[src/hdl/pal_pkg.sv]
`timescale 1ns / 1ps
`default_nettype none

package pal_pkg;

  typedef enum logic [1:0] {
    CMD_INSERT = 2'd0,
    CMD_ERASE  = 2'd1,
    CMD_READ   = 2'd2,
    CMD_NONE   = 2'd3
  } cmd_t;

  typedef enum logic [4:0] {
    S_IDLE  = 5'b00001,
    S_SHIFT = 5'b00010,
    S_RD    = 5'b00100,
    S_RDW   = 5'b01000,
    S_DONE  = 5'b10000
  } state_t;

  localparam int POS_BITS   = 7;
  localparam int VALUE_BITS = 32;
  localparam int IN_BITS    = 48;
  localparam int OUT_BITS   = 40;

endpackage

`default_nettype wire

[src/hdl/pal_ram.sv]
`timescale 1ns / 1ps
`default_nettype none

module pal_ram #(
  parameter int WIDTH = 32,
  parameter int DEPTH = 64
) (
  input  wire logic                     clk,
  input  wire logic                     we,
  input  wire logic [$clog2(DEPTH)-1:0] waddr,
  input  wire logic [WIDTH-1:0]         wdata,
  input  wire logic                     re,
  input  wire logic [$clog2(DEPTH)-1:0] raddr,
  output      logic [WIDTH-1:0]         rdata
);

  logic [WIDTH-1:0] mem [DEPTH];

  always_ff @(posedge clk) begin
    if (we) begin
      mem[waddr] <= wdata;
    end
    if (re) begin
      rdata <= mem[raddr];
    end
  end

endmodule

`default_nettype wire

[src/hdl/positional_array_list.sv]
// Ordered list of up to CAPACITY signed words held in one simple dual-port RAM
// (one write and one read a cycle, registered read), plus an entry count. Each
// item on the in_ stream is an insert, erase or read at a list position and
// gives exactly one item on the out_ stream: success flag, count after the
// operation and the word read (zero unless a read succeeds). Items are handled
// one at a time. An insert or erase moves the later entries one place per cycle
// through the RAM ports before the next item is taken; an insert at the end of
// the list and an erase of the last entry move nothing. A finished item waits
// in the output register while the next item is taken; a stalled output holds
// the following result back. The RAM is not cleared after reset; only entries
// below the count are ever read.
`timescale 1ns / 1ps
`default_nettype none

module positional_array_list
  import pal_pkg::*;
#(
  parameter int CAPACITY  = 64,
  parameter int DATA_BITS = 32
) (
  input  wire logic                clk,
  input  wire logic                rst_n,
  input  wire logic                in_tvalid,
  output      logic                in_tready,
  // cmd[1:0], position[8:2], value[40:9], zero fill above
  input  wire logic [IN_BITS-1:0]  in_tdata,
  output      logic                out_tvalid,
  input  wire logic                out_tready,
  // ok[0], entry_count[7:1], read_value[39:8]
  output      logic [OUT_BITS-1:0] out_tdata
);

  localparam int AW   = $clog2(CAPACITY);
  localparam int CW   = $clog2(CAPACITY + 1);
  localparam int CMPW = (CW > POS_BITS) ? CW : POS_BITS;

  logic [1:0]            in_cmd;
  logic [POS_BITS-1:0]   in_pos;
  logic [VALUE_BITS-1:0] in_val;
  assign in_cmd = in_tdata[1:0];
  assign in_pos = in_tdata[8:2];
  assign in_val = in_tdata[40:9];

  state_t state_r, state_nxt;
  logic [CW-1:0]         held_r, held_nxt;
  logic [AW-1:0]         src_r, src_nxt;
  logic [AW-1:0]         last_r, last_nxt;
  logic [AW-1:0]         wdst_r, wdst_nxt;
  logic [AW-1:0]         pos_r, pos_nxt;
  logic [DATA_BITS-1:0]  val_r, val_nxt;
  logic                  more_r, more_nxt;
  logic                  rv_r, rv_nxt;
  logic                  ins_r, ins_nxt;
  logic                  res_ok_r, res_ok_nxt;
  logic [VALUE_BITS-1:0] res_rd_r, res_rd_nxt;
  logic                  out_valid_r, out_valid_nxt;
  logic [OUT_BITS-1:0]   out_data_r, out_data_nxt;

  logic                  ram_we, ram_re;
  logic [AW-1:0]         ram_waddr;
  logic [DATA_BITS-1:0]  ram_wdata, ram_rdata;

  logic [CMPW-1:0] pos_w, held_w;
  logic            accept;

  assign pos_w     = CMPW'(in_pos);
  assign held_w    = CMPW'(held_r);
  assign in_tready = (state_r == S_IDLE);
  assign accept    = in_tvalid && in_tready;

  pal_ram #(
    .WIDTH(DATA_BITS),
    .DEPTH(CAPACITY)
  ) u_ram (
    .clk  (clk),
    .we   (ram_we),
    .waddr(ram_waddr),
    .wdata(ram_wdata),
    .re   (ram_re),
    .raddr(src_r),
    .rdata(ram_rdata)
  );

  always_comb begin
    state_nxt     = state_r;
    held_nxt      = held_r;
    src_nxt       = src_r;
    last_nxt      = last_r;
    wdst_nxt      = wdst_r;
    pos_nxt       = pos_r;
    val_nxt       = val_r;
    more_nxt      = more_r;
    rv_nxt        = 1'b0;
    ins_nxt       = ins_r;
    res_ok_nxt    = res_ok_r;
    res_rd_nxt    = res_rd_r;
    out_valid_nxt = out_valid_r;
    out_data_nxt  = out_data_r;
    ram_we        = 1'b0;
    ram_re        = 1'b0;
    ram_waddr     = wdst_r;
    ram_wdata     = ram_rdata;

    if (out_valid_r && out_tready) begin
      out_valid_nxt = 1'b0;
    end

    unique case (state_r)
      S_IDLE: begin
        if (accept) begin
          res_ok_nxt = 1'b0;
          res_rd_nxt = '0;
          val_nxt    = DATA_BITS'($signed(in_val));
          pos_nxt    = AW'(pos_w);
          state_nxt  = S_DONE;
          case (in_cmd)
            CMD_INSERT: begin
              if (pos_w <= held_w && held_w < CMPW'(CAPACITY)) begin
                res_ok_nxt = 1'b1;
                held_nxt   = held_r + CW'(1);
                ins_nxt    = 1'b1;
                src_nxt    = AW'(held_w - CMPW'(1));
                last_nxt   = AW'(pos_w);
                more_nxt   = (pos_w != held_w);
                state_nxt  = S_SHIFT;
              end
            end
            CMD_ERASE: begin
              if (pos_w < held_w) begin
                res_ok_nxt = 1'b1;
                held_nxt   = held_r - CW'(1);
                ins_nxt    = 1'b0;
                src_nxt    = AW'(pos_w + CMPW'(1));
                last_nxt   = AW'(held_w - CMPW'(1));
                more_nxt   = 1'b1;
                // erasing the last entry moves nothing
                if (pos_w + CMPW'(1) != held_w) begin
                  state_nxt = S_SHIFT;
                end
              end
            end
            CMD_READ: begin
              if (pos_w < held_w) begin
                res_ok_nxt = 1'b1;
                src_nxt    = AW'(pos_w);
                state_nxt  = S_RD;
              end
            end
            default: ;
          endcase
        end
      end
      S_SHIFT: begin
        // read one entry per cycle, write it one place over in the next cycle
        if (more_r) begin
          ram_re   = 1'b1;
          rv_nxt   = 1'b1;
          wdst_nxt = ins_r ? src_r + AW'(1) : src_r - AW'(1);
          more_nxt = (src_r != last_r);
          src_nxt  = ins_r ? src_r - AW'(1) : src_r + AW'(1);
        end
        if (rv_r) begin
          ram_we    = 1'b1;
          ram_waddr = wdst_r;
          ram_wdata = ram_rdata;
        end else if (!more_r) begin
          if (ins_r) begin
            ram_we    = 1'b1;
            ram_waddr = pos_r;
            ram_wdata = val_r;
          end
          state_nxt = S_DONE;
        end
      end
      S_RD: begin
        ram_re    = 1'b1;
        state_nxt = S_RDW;
      end
      S_RDW: begin
        res_rd_nxt = VALUE_BITS'($signed(ram_rdata));
        state_nxt  = S_DONE;
      end
      S_DONE: begin
        if (!out_valid_r || out_tready) begin
          out_valid_nxt = 1'b1;
          out_data_nxt  = {res_rd_r, POS_BITS'(held_r), res_ok_r};
          state_nxt     = S_IDLE;
        end
      end
      default: state_nxt = S_IDLE;
    endcase
  end

  always_ff @(posedge clk) begin
    if (!rst_n) begin
      state_r     <= S_IDLE;
      held_r      <= '0;
      more_r      <= 1'b0;
      rv_r        <= 1'b0;
      out_valid_r <= 1'b0;
    end else begin
      state_r     <= state_nxt;
      held_r      <= held_nxt;
      more_r      <= more_nxt;
      rv_r        <= rv_nxt;
      out_valid_r <= out_valid_nxt;
    end
  end

  always_ff @(posedge clk) begin
    src_r      <= src_nxt;
    last_r     <= last_nxt;
    wdst_r     <= wdst_nxt;
    pos_r      <= pos_nxt;
    val_r      <= val_nxt;
    ins_r      <= ins_nxt;
    res_ok_r   <= res_ok_nxt;
    res_rd_r   <= res_rd_nxt;
    out_data_r <= out_data_nxt;
  end

  assign out_tvalid = out_valid_r;
  assign out_tdata  = out_data_r;

endmodule

`default_nettype wire
[config.mk]
export PLATFORM = sky130hd
export DESIGN_NAME = positional_array_list
export DESIGN_NICKNAME = d
export VERILOG_FILES = /design/src/hdl/pal_pkg.sv /design/src/hdl/pal_ram.sv /design/src/hdl/positional_array_list.sv
export SDC_FILE = /design/constraint.sdc
export NUM_CORES = 2
export LEC_CHECK = 0
export BUFFER_PORTS_ARGS = -buffer_cell sky130_fd_sc_hd__buf_4
export CAP_MARGIN = 25
export CORE_MARGIN = 2
export CORE_UTILIZATION = 52
export CTS_CLUSTER_DIAMETER = 80
export DETAILED_ROUTE_END_ITERATION = 10
export GPL_TIMING_DRIVEN = 0
export PLACE_DENSITY = 0.68
export SKIP_CTS_REPAIR_TIMING = 1
export SLEW_MARGIN = 10
export SYNTH_ARGS = -nofsm -noshare
export SYNTH_HDL_FRONTEND = slang
export SYNTH_SLANG_ARGS = --single-unit
[constraint.sdc]
create_clock -name clk -period 5.25 [get_ports clk]
set_clock_uncertainty 0.2 [all_clocks]
set_input_delay 1.05 -clock clk [delete_from_list [all_inputs] [get_ports clk]]
set_output_delay 1.05 -clock clk [all_outputs]
set_load 0.005 [all_outputs]
==> summary.md <==
| Metric | Value |
|---|---|
| Outcome | finished clean |
| Cells after synthesis | 3627 |
| Critical Path Start Type | flip-flop |
| Setup WS pre-CTS | 0.4810 ns |
| Worst-path clk slew | 0.06 ns |
| Flop-to-flop setup slack | 0.24 ns |
| Unrepaired setup endpoints after global routing | no |
| Post-route setup slack | 0.2375 ns |
| Post-Route Setup TNS | 0 ns |
| Clock Tree Buf Depth | 3 |
| Fin cells | 6395 |
| Yosys cell types | 57 |
| Critical Path RT | ~5.6 ns |
| CTS tree | built |
| Initial Util | 52.47% |
| Leak Pwr | 30.73 nW |
| Post-route ant nets | 0 |
| Via count | ~41k |
| Residual DRC | 0 |
| Synth-to-layout area growth | 15.03% |
| Worst-Skew Late Latency | 0.84 ns |
| Main synth FF type | edfxtp_1 |
| Yosys reg bits | 2225 |
| Placed insts | between 5k and 6k |
| PD cells | 375.9 nW/um2 |
| Layout cell share with drive strength beyond 1 | 31.01% |
| Hold path depth | 1 |
| H-tree depth | 4 |
| Top-area cell type share of the netlist area | 77.61% |
| Total CTS buffers | 214 |
| Pwr Total | about 37 mW |
| CTS Sinks | 2225 |
| Fin nets | 4109 |
| Dominant cells by area after synthesis | edfxtp_1 (78%), mux4_2 (17%), mux2_2 (0.55%) |
| Cell Area, Synth | approximately 86000 um2 |
| Max FO, Critical Path | 10 |
| Peak supply drop | 0.3286 mV |
| Critical Path AT | 5.35 ns |
| RR Endpoint | u_ram.rdata[19]$_DFFE_PP_ |
| Slew HR | 1.778% |
| Hold EP | val_r[16]$_DFFE_PP_ |
| Fin util | 60.36% |
| EDFF count, synth | 2210 |
| R2r startpoint | src_r[1]$_DFFE_PP_ |
| Initial antenna violation count | 9 |
| Input/output buffers | 86 |
| Post-DP Area | 91410 um2 |
| Pin count of the biggest net entering global routing | 65 |
| Io pins | 94 |
| Routed WL per cell | 35.10 um |
| Die ar. | 167700 um2 |
| Finish-stage setup viols | 0 |
| Yosys warns | 0 |
| CP Capture Type | flip-flop |
| Initial DRC count | between 6k and 7k |
| First-pass GRT wire length | 311.7 mm |
| Hold Fails Final Rpt | 0 |
| HP Start | in_tdata[25] |
| Crit path kind | flip-flop to flip-flop |
| Cell count of the worst reg-to-reg path | 8 |
| Seq/Total Area, Yosys | around 78% |
| Die Ht | between 400 and 500 um |
| Worst-Margin Slew | around 1.5 ns |
| Async SR Flop Fraction | 0% |
| Syn_nets | about 3.7k |
| Total Wirelength | about 220 mm |
| CTS Root Cell | clkbuf_16 |
| Vias in the first global route | 40.57k |
| F_max | 199.5 MHz |
| HPWL Detailed | 145.3 mm |
| Vias per cell | 6.471 |
| Total grt overflow | 0 |
| Count of pins over their slew limit | 0 |
| Hold Path Class | input pin to flip-flop |
| Crit share post-route | 95.48% |
| Row count | 148 |
| Final min period | around 5.0 ns |
| WHS | between 0.15 and 0.2 ns |
| Detailed Routing Iterations Pass 1 | 5 |
| GRT Total Usage | 26.88% |
| Placer Congestion | 0.9684 |
| Core region area | 163000 um2 |
| # Max-Cap Violations | 0 |
| Design Area, Final | 98360 um2 |
| Cell taking the most area after synthesis | edfxtp_1 |
| Syn_area_per_cell | between 20 and 25 um2 |
| Die Wd | between 400 and 500 um |
## area by class of cell
class                      count  area (um2)
multi-input combinational   1193       18370
clock inverter               112        1134
buffer                       182       935.9
tap                         2175        2721
fill                       11040       64600
sequential                  2225       66660
timing repair buffer         198        2804
clock buffer                 278        5617
inverter                      27       102.6
antenna                        5       12.51
## worst max path at each step
stage / to / slack [ns] / start
after floorplan: u_ram.rdata[0]$_DFFE_PP_ / 0.74 / state_r[2]$_SDFFE_PN0P_
after global placement: u_ram.rdata[11]$_DFFE_PP_ / -1.62 / state_r[2]$_SDFFE_PN0P_
after detailed placement: u_ram.rdata[19]$_DFFE_PP_ / 0.48 / src_r[1]$_DFFE_PP_
after CTS: u_ram.rdata[19]$_DFFE_PP_ / 0.47 / src_r[1]$_DFFE_PP_
after global routing: u_ram.rdata[19]$_DFFE_PP_ / 0.28 / src_r[1]$_DFFE_PP_
final: u_ram.rdata[19]$_DFFE_PP_ / 0.24 / src_r[1]$_DFFE_PP_
## placed cells by master (no fill, tap or decap), types with 28 or more instances in the layout
master / instances
a21oi_1: 30
a22oi_1: 56
and2_1: 35
buf_1: 36
buf_12: 64
buf_2: 46
buf_4: 119
clkbuf_1: 124
clkbuf_16: 215
clkinv_1: 50
clkinv_2: 28
edfxtp_1: 2210
mux4_2: 629
nand2_1: 61
nor2_1: 34
nor2_4: 65
o21ai_0: 34
## Yosys cell counts, drive strengths merged, types with 3 or more instances
master     n
edfxtp  2210
mux4     629
buf      119
nor2      99
clkbuf    63
nand2     62
a22oi     56
mux2      42
o21ai     40
and2      35
a21oi     30
inv       25
mux2i     21
xnor2     18
ha        16
dfxtp     15
nand2b    14
nand3     12
nor2b     11
nor3      11
xor2      11
a31oi      9
o211ai     9
a211oi     7
or3        7
and3       6
nor4       6
o22ai      6
a21o       4
nand4      4
a22o       3
nor3b      3
o311ai     3
or2        3
## registers in the layout, summed over array words and instances, names as in the netlist, 5 cells and up
register and count:
u_ram.mem 2048, out_tdata 40, res_rd_r 32, u_ram.rdata 32
val_r 32, held_r 7, last_r 6, pos_r 6
src_r 6, wdst_r 6, state_r 5
## worst max-delay path, stage by stage (launching register included)
cell	delay, ns
edfxtp_1	0.38
buf_2	0.22
buf_2	0.36
buf_2	0.56
buf_1	0.77
mux4_2	0.43
mux4_2	0.52
a22oi_1	1.10
nand2_1	0.13
## power by group
part           internal, mW  total (mW)  switching, mW
logic                  1.08        2.61           1.53
registers              19.4        19.4         0.0369
clock network          8.47        15.0           6.50
## routing by layer
metal / part of all wire, % / wire, um / global-route usage (%) / vias up
li1: - / - / - / 16360
met1: 38 / 86190 / 37.62 / 22110
met2: 47 / 104600 / 40.97 / 2518
met3: 11 / 24250 / 7.104 / 383
met4: 4.2 / 9446 / 10.41 / 2
met5: 0.0053 / 12 / 0 / -
## cell families (layout without fill, tap and decap cells)
family | Yosys count | after routing | share of synthesized area [%]
other | 0 | 5 | 0
buffers and inverters | 209 | 797 | 1.212
muxes | 692 | 692 | 17.37
xor gates and xnor gates | 29 | 29 | 0.2970
and+or+nand+nor | 277 | 277 | 1.561
adders and majority gates | 16 | 16 | 0.2341
DFF | 2225 | 2225 | 77.96
AOI/OAI and AO/OA | 179 | 179 | 1.368
(Power assumes the default switching activity.)
